===== src/rtl/ppu_update_stream_decoder_assert.svh =====
// Assertion macros shared by the decoder RTL.
`ifndef PPU_UPDATE_STREAM_DECODER_ASSERT_SVH
`define PPU_UPDATE_STREAM_DECODER_ASSERT_SVH

// Same-cycle implication.
`define PUSD_ASSERT_NOW(lbl, clk, rst, ante, cons, msg) \
   lbl: assert property (@(posedge clk) disable iff (rst) (ante) |-> (cons)) else $error(msg);

// Next-cycle implication.
`define PUSD_ASSERT_NEXT(lbl, clk, rst, ante, cons, msg) \
   lbl: assert property (@(posedge clk) disable iff (rst) (ante) |=> (cons)) else $error(msg);

`endif


===== src/rtl/pusd_pkg.sv =====
package pusd_pkg;

   localparam int BYTE_W  = 8;
   localparam int KIND_W  = 2;
   localparam int COL_W   = 6;
   localparam int ROW_W   = 5;
   localparam int COUNT_W = 6;
   localparam int BUF_DEPTH = 63;
   localparam int BUF_AW    = $clog2(BUF_DEPTH);

   localparam logic [KIND_W-1:0] KIND_TILE = 2'd0;
   localparam logic [KIND_W-1:0] KIND_ATTR = 2'd1;
   localparam logic [KIND_W-1:0] KIND_ERR  = 2'd2;

   localparam logic [7:0] HIGH_MIN = 8'h20;
   localparam logic [7:0] HIGH_END = 8'hFF;
   localparam logic [3:0] TILE_NIB = 4'h2;
   localparam logic [10:0] PAL_LINE = 11'h1F8;
   localparam logic [3:0] ATTR_ROWS = 4'hF;

endpackage


===== src/rtl/pusd_ifs.sv =====
interface pusd_req_if;
   logic                          valid;
   logic                          ready;
   logic [pusd_pkg::BYTE_W-1:0]   byte_in;
   logic                          restart;

   modport source (output valid, output byte_in, output restart, input ready);
   modport sink   (input valid, input byte_in, input restart, output ready);
endinterface

interface pusd_rsp_if;
   logic                          valid;
   logic                          ready;
   logic [pusd_pkg::KIND_W-1:0]   kind;
   logic [pusd_pkg::COL_W-1:0]    col;
   logic [pusd_pkg::ROW_W-1:0]    row;
   logic [pusd_pkg::BYTE_W-1:0]   value;
   logic                          last;

   modport source (output valid, output kind, output col, output row, output value,
                   output last, input ready);
   modport sink   (input valid, input kind, input col, input row, input value,
                   input last, output ready);
endinterface


===== src/rtl/ppu_update_stream_decoder.sv =====
// Video update stream decoder.
// req_ch carries one command stream byte per request (byte_in, restart).
// rsp_ch carries screen cells: kind, col, row, value, and last on the final
// cell caused by a request.  Both channels use valid/ready.
// Address, control and non-final data bytes are taken one per cycle.
// The final data byte of a command starts an expansion: each cell is read
// from the run buffer in S_READ and offered in S_SEND, so a new cell is not
// read until the previous one is taken.  req_ready stays low until the last
// cell (or the single error result) is taken.  Palette lines and zero counts
// give no cells and return the parser to expect a high address byte.
// A stalled receiver holds the current cell and freezes the expansion.
// Synchronous reset returns the parser to expect a high address byte; the
// run buffer is not cleared and needs no clearing pass.
// An end mark or bad address stops parsing until a request with restart.
module ppu_update_stream_decoder (
   input  logic       clock,
   input  logic       reset,
   pusd_req_if.sink   req_ch,
   pusd_rsp_if.source rsp_ch
);
   import pusd_pkg::*;

`include "ppu_update_stream_decoder_assert.svh"

   typedef enum logic [2:0] {
      S_HIGH, S_LOW, S_CTRL, S_DATA, S_STOP, S_READ, S_SEND
   } state_type;

   state_type            state_ff;
   logic [15:0]          addr_ff;
   logic [COUNT_W-1:0]   count_ff;
   logic [COUNT_W-1:0]   left_ff;
   logic                 vert_ff;
   logic                 rep_ff;
   logic [COUNT_W-1:0]   k_ff;
   logic [KIND_W-1:0]    kind_ff;
   logic [COL_W-1:0]     col_ff;
   logic [ROW_W-1:0]     row_ff;
   logic [BYTE_W-1:0]    rd_data_ff;

   logic [BYTE_W-1:0]    buf_mem [0:BUF_DEPTH-1];

   logic                 req_fire;
   logic                 is_err;
   logic                 is_attr;
   logic                 is_pal;
   logic                 done_k;
   logic                 wr_en;
   logic [BUF_AW-1:0]    wr_idx;
   logic [BUF_AW-1:0]    rd_idx;
   logic [COUNT_W-1:0]   idx_in;
   logic [COL_W-1:0]     col_in;
   logic [ROW_W-1:0]     row_in;

   assign req_ch.ready = (state_ff != S_READ) && (state_ff != S_SEND);
   assign req_fire     = req_ch.valid && req_ch.ready;

   assign rsp_ch.valid = (state_ff == S_SEND);
   assign rsp_ch.kind  = kind_ff;
   assign rsp_ch.col   = col_ff;
   assign rsp_ch.row   = row_ff;
   assign rsp_ch.value = (kind_ff == KIND_ERR) ? '0 : rd_data_ff;
   assign done_k       = (k_ff == (count_ff - COUNT_W'(1)));
   assign rsp_ch.last  = (kind_ff == KIND_ERR) || done_k;

   assign is_pal  = (addr_ff[15:5] == PAL_LINE);
   assign is_err  = (addr_ff[15:12] != TILE_NIB) && !is_pal;
   assign is_attr = (addr_ff[9:6] == ATTR_ROWS);

   assign idx_in = count_ff - left_ff;
   assign wr_en  = req_fire && !req_ch.restart && (state_ff == S_DATA);
   assign wr_idx = rep_ff ? '0 : idx_in[BUF_AW-1:0];
   assign rd_idx = rep_ff ? '0 : k_ff[BUF_AW-1:0];

   // Cell position stepping unit.
   always_comb begin
      col_in = col_ff;
      row_in = row_ff;
      if (kind_ff == KIND_ATTR) begin
         if (col_ff[2:0] == 3'd7) begin
            col_in[2:0] = 3'd0;
            row_in[2:0] = row_ff[2:0] + 3'd1;
         end else begin
            col_in[2:0] = col_ff[2:0] + 3'd1;
         end
      end else if (vert_ff) begin
         row_in = row_ff + 5'd1;
      end else if (col_ff[4:0] == 5'd31) begin
         col_in[4:0] = 5'd0;
         row_in      = row_ff + 5'd1;
      end else begin
         col_in[4:0] = col_ff[4:0] + 5'd1;
      end
   end

   always_ff @(posedge clock) begin
      if (wr_en) begin
         buf_mem[wr_idx] <= req_ch.byte_in;
      end
      rd_data_ff <= buf_mem[rd_idx];
   end

   always_ff @(posedge clock) begin
      if (reset) begin
         state_ff <= S_HIGH;
         addr_ff  <= '0;
         count_ff <= '0;
         left_ff  <= '0;
         vert_ff  <= 1'b0;
         rep_ff   <= 1'b0;
         k_ff     <= '0;
         kind_ff  <= KIND_TILE;
         col_ff   <= '0;
         row_ff   <= '0;
      end else if (req_fire && req_ch.restart) begin
         state_ff <= S_HIGH;
      end else begin
         case (state_ff)
            S_HIGH: begin
               if (req_fire) begin
                  addr_ff  <= {req_ch.byte_in, 8'h00};
                  count_ff <= '0;
                  left_ff  <= '0;
                  vert_ff  <= 1'b0;
                  rep_ff   <= 1'b0;
                  if (req_ch.byte_in < HIGH_MIN || req_ch.byte_in == HIGH_END) begin
                     state_ff <= S_STOP;
                  end else begin
                     state_ff <= S_LOW;
                  end
               end
            end
            S_LOW: begin
               if (req_fire) begin
                  addr_ff[7:0] <= req_ch.byte_in;
                  state_ff     <= S_CTRL;
               end
            end
            S_CTRL: begin
               if (req_fire) begin
                  count_ff <= req_ch.byte_in[COUNT_W-1:0];
                  left_ff  <= req_ch.byte_in[COUNT_W-1:0];
                  vert_ff  <= req_ch.byte_in[7];
                  rep_ff   <= req_ch.byte_in[6];
                  state_ff <= S_DATA;
               end
            end
            S_DATA: begin
               if (req_fire) begin
                  if (!rep_ff && left_ff > COUNT_W'(1)) begin
                     left_ff <= left_ff - COUNT_W'(1);
                  end else if (is_err) begin
                     kind_ff  <= KIND_ERR;
                     col_ff   <= '0;
                     row_ff   <= '0;
                     state_ff <= S_SEND;
                  end else if (is_pal || count_ff == '0) begin
                     state_ff <= S_HIGH;
                  end else begin
                     k_ff <= '0;
                     if (is_attr) begin
                        kind_ff <= KIND_ATTR;
                        col_ff  <= {2'b00, addr_ff[10], addr_ff[2:0]};
                        row_ff  <= {2'b00, addr_ff[5:3]};
                     end else begin
                        kind_ff <= KIND_TILE;
                        col_ff  <= {addr_ff[10], addr_ff[4:0]};
                        row_ff  <= addr_ff[9:5];
                     end
                     state_ff <= S_READ;
                  end
               end
            end
            S_STOP: begin
               state_ff <= S_STOP;
            end
            S_READ: begin
               state_ff <= S_SEND;
            end
            S_SEND: begin
               if (rsp_ch.ready) begin
                  if (kind_ff == KIND_ERR) begin
                     state_ff <= S_STOP;
                  end else if (done_k) begin
                     state_ff <= S_HIGH;
                  end else begin
                     k_ff     <= k_ff + COUNT_W'(1);
                     col_ff   <= col_in;
                     row_ff   <= row_in;
                     state_ff <= S_READ;
                  end
               end
            end
            default: begin
               state_ff <= S_STOP;
            end
         endcase
      end
   end

   `PUSD_ASSERT_NOW(a_no_overlap, clock, reset, rsp_ch.valid, !req_ch.ready, "request taken during expansion")
   `PUSD_ASSERT_NOW(a_err_last, clock, reset, rsp_ch.valid && rsp_ch.kind == KIND_ERR, rsp_ch.last && rsp_ch.col == '0 && rsp_ch.row == '0, "error result malformed")
   `PUSD_ASSERT_NEXT(a_err_stop, clock, reset, rsp_ch.valid && rsp_ch.ready && rsp_ch.kind == KIND_ERR, state_ff == S_STOP, "parser not stopped after error")

endmodule


===== src/flat_wrapper.sv =====
// flat-port wrapper written by rule: the top's interface ports become plain ports
module ppu_update_stream_decoder_flat import pusd_pkg::*;
  (clock, reset, req_ch_valid, req_ch_byte_in, req_ch_restart, req_ch_ready, rsp_ch_valid, rsp_ch_kind, rsp_ch_col, rsp_ch_row, rsp_ch_value, rsp_ch_last, rsp_ch_ready);
  pusd_req_if req_ch_i ();
  pusd_rsp_if rsp_ch_i ();
  input  logic clock;
  input  logic reset;
  input wire logic [$bits(req_ch_i.valid)-1:0] req_ch_valid;
  input wire logic [$bits(req_ch_i.byte_in)-1:0] req_ch_byte_in;
  input wire logic [$bits(req_ch_i.restart)-1:0] req_ch_restart;
  output wire logic [$bits(req_ch_i.ready)-1:0] req_ch_ready;
  output wire logic [$bits(rsp_ch_i.valid)-1:0] rsp_ch_valid;
  output wire logic [$bits(rsp_ch_i.kind)-1:0] rsp_ch_kind;
  output wire logic [$bits(rsp_ch_i.col)-1:0] rsp_ch_col;
  output wire logic [$bits(rsp_ch_i.row)-1:0] rsp_ch_row;
  output wire logic [$bits(rsp_ch_i.value)-1:0] rsp_ch_value;
  output wire logic [$bits(rsp_ch_i.last)-1:0] rsp_ch_last;
  input wire logic [$bits(rsp_ch_i.ready)-1:0] rsp_ch_ready;
  assign req_ch_i.valid = req_ch_valid;
  assign req_ch_i.byte_in = req_ch_byte_in;
  assign req_ch_i.restart = req_ch_restart;
  assign req_ch_ready = req_ch_i.ready;
  assign rsp_ch_valid = rsp_ch_i.valid;
  assign rsp_ch_kind = rsp_ch_i.kind;
  assign rsp_ch_col = rsp_ch_i.col;
  assign rsp_ch_row = rsp_ch_i.row;
  assign rsp_ch_value = rsp_ch_i.value;
  assign rsp_ch_last = rsp_ch_i.last;
  assign rsp_ch_i.ready = rsp_ch_ready;
  ppu_update_stream_decoder u_core (.clock(clock), .reset(reset), .req_ch(req_ch_i), .rsp_ch(rsp_ch_i));
endmodule

===== config.mk =====
export PLATFORM = sky130hd
export DESIGN_NAME = ppu_update_stream_decoder_flat
export DESIGN_NICKNAME = d
export VERILOG_FILES = /design/src/rtl/pusd_pkg.sv /design/src/rtl/pusd_ifs.sv /design/src/rtl/ppu_update_stream_decoder.sv /design/src/flat_wrapper.sv
export VERILOG_INCLUDE_DIRS = /design/src /design/src/rtl
export SDC_FILE = /design/constraint.sdc
export NUM_CORES = 1
export LEC_CHECK = 0
export ABC_AREA = 1
export BUFFER_PORTS_ARGS = -buffer_cell sky130_fd_sc_hd__buf_2
export CORE_MARGIN = 2
export CORE_UTILIZATION = 57
export DETAILED_ROUTE_END_ITERATION = 10
export PLACE_DENSITY = 0.73
export SYNTH_ARGS = -nofsm -noshare
export SYNTH_HDL_FRONTEND = slang
export SYNTH_SLANG_ARGS = --single-unit

===== constraint.sdc =====
create_clock -name clock -period 3 [get_ports clock]
set_input_delay 0.15 -clock clock [delete_from_list [all_inputs] [get_ports clock]]
set_output_delay 0.15 -clock clock [all_outputs]
set_load 0.1 [all_outputs]

==> results.py, run 1 <==
metrics = {
    "sta": {
        "setup_violations": 0,
        "setup_repair_after_global_routing_missed_its_margin": "no",
        "tns_ps": 0,
        "setup_slack_ps": 202,
        "worst_pin_slew_ps": 1020,
        "slew_viol_final": 0,
        "highest_achievable_clock_rate_mhz": 357,
        "timing.clock.skew_ps": 22.2,
        "max-slew-margin-rel_pct": 32.1,
        "min_period_over_period_pct": 93.3,
        "finalWorstPathRequiredPeriod_ps": 2800,
        "report.final.hold_viol_count": 0,
    },
    "drt": {
        "detailed_routing_iteration_count_for_the_pre_antenna_repair_pass": 6,
        "vias_per_cell": 6.06,
        "routed_wire_length_per_instance_um": 22.2,
        "via_count": 17300,
        "post-route-drc-count": 0,
        "detailed_route_wl_um": 63500,
        "number_of_drc_markers_in_iteration_0": 1889,
        "remaining_antenna_violation_count_after_routing": 0,
    },
    "power": {
        "p_total_w": 0.0162,
        "worst_supply_voltage_drop_on_vdd_mv": 0.468,
        "powerDensity_mw_per_mm2": 596,
        "leakage_nw": 9.83,
    },
    "clock_network": {
        "clock_sinks": 564,
        "cts_inserted_buffers": 56,
        "htree_num_levels": 2,
        "clkSlewWorstSetupHoldPaths_ps": 60,
        "clk-insertion-delay-late_ps": 620,
        "clock-root-buffer": "clkbuf_16",
        "cts_buffer_depth": 3,
        "cts_tree": "yes",
    },
    "critical_path": {
        "slowest_stage": "dfxtp_1",
        "critical_path.startpoint_type": "flip-flop",
        "cpLargestDelayFamily": "simple AND/OR/NAND/NOR gates",
        "cp_max_fo": 8,
        "crit_path_cell_trace": "inv_1, ha_1, a21oi_1, nand2_1, nand2_1, nand2_1, a21oi_1, nor2_1, nor2_1, nand3_1, nor2_1, buf_4",
        "slowest_delay_ps": 390,
        "critical_path_buf_inv_count": 2,
        "critical_path_required_ps": 3320,
        "worstSetupEndpointType": "flip-flop",
        "worstSetupPathType": "reg -> reg",
        "worstPathArrival_ps": 3120,
    },
    "placement": {
        "dpl.hpwl_um": 38700,
        "io_buffers": 36,
        "placed_cell_area_mm2": 0.0253,
        "place_ws_ps": 184,
        "gp_routability_congestion": 0.948,
    },
    "synthesis": {
        "compound_gate_fraction_of_synth_area_pct": 11.3,
        "synth.mux.area_fraction_pct": 0.0419,
        "yosys_warnings": 0,
        "synth_common_cells": "edfxtp_1 (504), nor2_1 (278), nand2_1 (263)",
        "syn_inst": 2168,
        "synth_enable_flop_cells": 504,
        "post-synth-top-area-fraction_pct": 63.3,
        "yosys.cell_types.count": 39,
        "synth-xor-area-share_pct": 0.439,
        "syn-num-nets": 2196,
        "synth_seq_area_share_pct": 68.3,
        "synth_seq_cells": 564,
        "synth_most_common_cell": "edfxtp_1",
        "asyncSetResetFlopFracSynth_pct": 0,
        "adder_cell_fraction_of_synth_area_pct": 0.816,
        "synth_flop_cell": "edfxtp_1",
        "largest_area_contributor_in_the_synthesized_netlist": "edfxtp_1",
        "synth_top_family_by_area": "simple AND/OR/NAND/NOR gates",
        "synth_area_leaders": "edfxtp_1 (63%), dfxtp_1 (5.0%), nand3_1 (4.9%)",
        "syn_area_per_cell_um2": 11.0,
        "post_synthesis_instance_area_mm2": 0.0239,
        "simple_gate_area_share_of_the_yosys_netlist_pct": 14.1,
    },
    "final_layout": {
        "final_cell_area_mm2": 0.0272,
        "layout.core_utilization_pct": 65.3,
        "flow.area_growth_from_synthesis_pct": 13.8,
        "nets": 2299,
        "drive_gt1_share_pct": 11.3,
    },
    "hold_path": {
        "holdCritPathClass": "in -> reg",
    },
    "die": {
        "die_width_um": 209,
        "total_die_area_mm2": 0.0436,
        "effective_utilization_at_floorplan_pct": 57.4,
        "fp.dieH_um": 209,
        "num_rows": 75,
        "io_pins": 37,
        "placeableCoreArea_mm2": 0.0417,
    },
    "global_route": {
        "grt_use_met3_pct": 4.78,
        "grt_pass1_wl_um": 96600,
        "grt_overflow": 0,
        "grt_util_all_layers_pct": 29.4,
        "antenna_found_initial": 1,
        "grt_start_max_net_pins": 84,
        "top_usage_layer": "met2",
        "grt_pass1_vias": 16700,
        "global_route.usage.met2_pct": 48.1,
        "groute.layer.met1.usage_pct": 39.3,
    },
    "run": {
        "timing.max_cap.violations": 0,
    },
    "run_status": {
        "run_status": "completed",
    },
}
## state kept, by name, summed over array words and instances, names as in the netlist
| name | flops |
|---|---|
| u_core.addr_ff | 16 |
| u_core.buf_mem | 504 |
| u_core.count_ff | 6 |
| u_core.k_ff | 6 |
| u_core.left_ff | 6 |
| u_core.rd_data_ff | 8 |
| u_core.rep_ff | 1 |
| u_core.rsp_ch.col | 6 |
| u_core.rsp_ch.kind | 2 |
| u_core.rsp_ch.row | 5 |
| u_core.state_ff | 3 |
| u_core.vert_ff | 1 |
## worst paths after layout
check                     startpoint                     to  slack (ps)  cells after the start
setup / recovery   u_core.left_ff[2]  u_core.buf_mem[60][4]         200                     12
hold / removal        req_ch_restart     u_core.count_ff[4]          70                      5
setup reg to reg   u_core.left_ff[2]  u_core.buf_mem[60][4]         200                     12
hold reg to reg   u_core.addr_ff[15]     u_core.addr_ff[15]         470                      2
## cell usage in the layout (no fill, tap or decap), types with 2 or more instances in the layout
cell type      netlist  layout
dfxtp_1             60      60
inv_2                5       5
ha_1                14      14
inv_1              166     165
clkbuf_16            0      57
buf_2               51      35
o211ai_1            83      83
or2_2                2       2
nor3_1               5       5
xor2_1               8       8
clkinv_1             3      12
inv_6                0       2
nor2_1             278     276
nand3_1            234     232
nor3_2               3       3
a22oi_1             10      10
buf_4                5     114
clkbuf_8             0       2
clkinvlp_4           0       3
xnor2_1              4       4
a211oi_1             4       4
edfxtp_1           504     504
o22ai_1             24      24
a31oi_1              3       3
dlygate4sd3_1        0       4
o21bai_1             2       2
nand3_2              2       4
inv_4                1       2
o21ai_1              2       2
nor2_2               1       2
clkinv_4             0       2
a21oi_1            125     125
bufinv_16            0       6
o21ai_0            227     227
nand2_1            263     263
nand4_1              6       6
clkbuf_1            56      16
buf_12               0      10
nand3b_1             2       2
clkinv_2             0       8
## per-layer routing
| layer | part of all wire, % | wire length, um |
|---|---|---|
| met5 | 0.020 | 13 |
| met4 | 3.6 | 2260 |
| met3 | 9.7 | 6170 |
| met2 | 48 | 30400 |
| met1 | 39 | 24600 |
## timing repair
item / 4_1_cts / 5_1_grt
setup buffers: 0 / 0
hold endpoints to repair: 16 / 0
gates resized for setup: 0 / 2
setup endpoints to repair: 0 / 27
hold buffers: 4 / 0
## power breakdown
group	switching [W]	total (W)	leakage [nW]	internal, W
logic	0.000507	0.000655	3.93	0.000149
registers	0.0000249	0.00859	5.02	0.00857
clock network	0.00290	0.00695	0.884	0.00406
total	0.00343	0.0162	9.83	0.0128
## worst register-to-register path, cell delays in order, from the launching register on
cell	delay [ps]
dfxtp_1	390
inv_1	90
ha_1	360
a21oi_1	190
nand2_1	90
nand2_1	80
nand2_1	50
a21oi_1	170
nor2_1	60
nor2_1	310
nand3_1	330
nor2_1	180
buf_4	190
## layout make-up
class	count	area (um^2)
sequential	564	16300
timing repair buffer	163	1270
multi-input combinational	1311	6430
antenna	1	2.50
fill	3148	14500
tap	539	674
clock inverter	30	312
clock buffer	75	1510
inverter	175	662
## through the flow
stage | instances | hold WS (ps)
final | 2858 | 70.5
after global placement | 2748 | 441
after global routing | 2857 | 75.0
after floorplan | 2168 | 249
after CTS | 2857 | 44.6
after detailed placement | 2748 | 468
## kinds of logic (layout without fill, tap and decap cells)
logic type,Yosys count,in the layout
DFF,564,564
xor gates and xnor gates,12,12
AOI/OAI and AO/OA,483,483
muxes,1,1
adders and majority gates,15,15
and+or+nand+nor,800,800
buffers and inverters,293,443
other,0,1
No activity file was read; power rests on OpenSTA's default activity.
==> inputs of run 2 (changes only) <==
Settings changed: RECOVER_POWER set to 100.
==> run 2 against run 1 <==
The run now ends with max-capacitance violations, max-slew violations left. Sequential power is essentially flat. Combinational power shrank 2%. Die area is the same. Routed wire length is essentially flat.
==> results.py, run 2 (same netlist as run 1, synthesis figures left out) <==
metrics = {
    "die": {
        "effective_utilization_at_floorplan_pct": 57.4,
        "fp.dieH_um": 209,
        "die_width_um": 209,
        "num_rows": 75,
        "io_pins": 37,
        "placeableCoreArea_mm2": 0.0417,
        "total_die_area_mm2": 0.0436,
    },
    "critical_path": {
        "critical_path_required_ps": 3320,
        "worstSetupEndpointType": "flip-flop",
        "regToRegSetupSlack_ps": 190,
        "critical_path.startpoint_type": "flip-flop",
        "crit_path_cell_trace": "inv_1, ha_1, a21oi_1, nand2_1, nand2_1, nand2_1, a21oi_1, nor2_1, nor2_1, nand3_1, nor2_1, buf_4",
        "critical_path.startpoint": "u_core.left_ff[2]",
        "cp_max_fo": 8,
        "slowest_delay_ps": 400,
        "worstSetupPathType": "reg -> reg",
        "r2r-start": "u_core.left_ff[2]",
        "setup.worst_path.end": "u_core.buf_mem[60][6]",
        "regToRegEndpoint": "u_core.buf_mem[60][6]",
        "slowest_stage": "dfxtp_1",
        "reg2reg_depth": 12,
        "worstPathArrival_ps": 3120,
    },
    "sta": {
        "tns_ps": 0,
        "min_period_over_period_pct": 93.5,
        "highest_achievable_clock_rate_mhz": 356,
        "slew_viol_final": 436,
        "max-slew-margin-rel_pct": -30.9,
        "timing.clock.skew_ps": 24.4,
        "setup_repair_after_global_routing_missed_its_margin": "no",
        "setup_violations": 0,
        "worst_pin_slew_ps": 1960,
        "finalWorstPathRequiredPeriod_ps": 2810,
        "report.final.hold_viol_count": 0,
    },
    "final_layout": {
        "area.sequential_mm2": 0.0163,
        "final_cell_area_mm2": 0.0271,
        "nets": 2299,
        "multi_input_area_mm2": 0.00642,
        "max_flop_register": "u_core.buf_mem",
        "drive_gt1_share_pct": 9.97,
        "layout.core_utilization_pct": 65.0,
        "most_used_cells_in_the_layout_excluding_fill_and_tap_cells": "edfxtp_1 (504), nor2_1 (276), nand2_1 (264), nand3_1 (233), o21ai_0 (228)",
        "final_common_cell": "edfxtp_1",
        "layout_top_registers": "u_core.buf_mem x504, u_core.addr_ff x16, u_core.rd_data_ff x8",
        "n_fill_cell": 3157,
        "flow.area_growth_from_synthesis_pct": 13.3,
        "largest_reg_flops": 504,
    },
    "power": {
        "total_switching_power_w": 0.00344,
        "power.combinational.fraction_pct": 4.0,
        "worst_supply_voltage_drop_on_vdd_mv": 0.472,
        "p_total_w": 0.0162,
        "power.share.switching_pct": 21.2,
        "leakage_nw": 9.71,
        "powerDensity_mw_per_mm2": 598,
        "power_frac_seq_pct": 53.1,
        "share_clk_of_total_power_pct": 43.0,
        "internal-power_w": 0.0128,
    },
    "global_route": {
        "grt_pass1_vias": 16700,
        "grt_pass1_wl_um": 96600,
        "grt_start_max_net_pins": 84,
        "antenna_found_initial": 2,
        "grt_util_all_layers_pct": 29.4,
        "grt_overflow": 0,
    },
    "clock_network": {
        "clock-root-buffer": "clkbuf_16",
        "clk-insertion-delay-late_ps": 620,
        "cts_buffer_depth": 3,
        "post_cts_buffers": 0,
        "htree_num_levels": 2,
        "clock_sinks": 564,
        "clkSlewWorstSetupHoldPaths_ps": 60,
        "cts_tree": "yes",
        "cts_inserted_buffers": 56,
    },
    "drt": {
        "number_of_drc_markers_in_iteration_0": 1847,
        "via_count": 17200,
        "routed_wire_length_per_instance_um": 22.2,
        "vias_per_cell": 6.01,
        "post-route-drc-count": 0,
        "detailed_route_wl_um": 63500,
        "detailed_routing_iteration_count_for_the_pre_antenna_repair_pass": 5,
        "remaining_antenna_violation_count_after_routing": 0,
    },
    "placement": {
        "dpl.hpwl_um": 38700,
        "gp_routability_congestion": 0.948,
        "io_buffers": 36,
        "placed_cell_area_mm2": 0.0253,
    },
    "run": {
        "timing.max_cap.violations": 8,
    },
    "hold_path": {
        "hold_path.startpoint": "req_ch_restart",
        "holdCritPathClass": "in -> reg",
    },
    "run_status": {
        "violations_in_the_final_reports": "max-capacitance violations, max-slew violations",
        "run_status": "finished, violations left",
    },
}
## run 2: repair_timing
item | in CTS | in global routing
gates resized for setup | 0 | 2
hold buffers | 4 | 0
endpoints found under the setup margin | 0 | 27
endpoints found under the hold margin | 16 | 0
## run 2: layout make-up
class                           count  share of cell area (%)
Clock inverter                     30                    1.15
Clock buffer                       75                    5.59
Timing Repair Buffer              163                    4.34
Inverter                          175                    2.44
Multi-Input combinational cell   1311                    23.7
Antenna cell                        1                 0.00924
Sequential cell                   564                    60.3
Tap cell                          539                    2.49
## run 2: layer usage
metal	routed length [um]	vias to the layer above	track usage (%)
met3	6330	168	4.78
met2	30400	911	48.1
met1	24500	8189	39.3
met4	2300	4	12.6
met5	27	-	0
li1	-	7914	-
## run 2: stage by stage
stage,hold slack [ps],setup WS [ps],cells
after floorplan,249,78.2,2168
after global placement,441,238,2748
after detailed placement,468,184,2748
after CTS,44.6,147,2857
after global routing,70.9,1.19,2857
final,60.2,194,2858
## run 2: worst min path at each step
stage | end | slack, ps | depth (start not counted)
final | u_core.count_ff[4] | 60 | 5
after global routing | u_core.count_ff[4] | 70 | 5
after CTS | u_core.count_ff[4] | 40 | 5
after detailed placement | u_core.addr_ff[15] | 470 | 2
after global placement | u_core.addr_ff[15] | 440 | 2
after floorplan | u_core.buf_mem[0][0] | 250 | 0
## run 2: power groups by stage
stage / logic, W / registers (W) / clock network, W
finish: 0.000642 / 0.00860 / 0.00697
floorplan: 0.000307 / 0.00876 / 0
detailed placement: 0.000636 / 0.00876 / 0
global placement: 0.000630 / 0.00876 / 0
global route: 0.000696 / 0.00860 / 0.00735
CTS: 0.000644 / 0.00859 / 0.00702
## run 2: worst max-delay path: cells and delay by family (launching register included)
kind | cells | cell delay (ps)
AOI/OAI and AO/OA | 2 | 360
buffers and inverters | 2 | 280
and+or+nand+nor | 7 | 1110
DFF | 1 | 400
adders and majority gates | 1 | 360
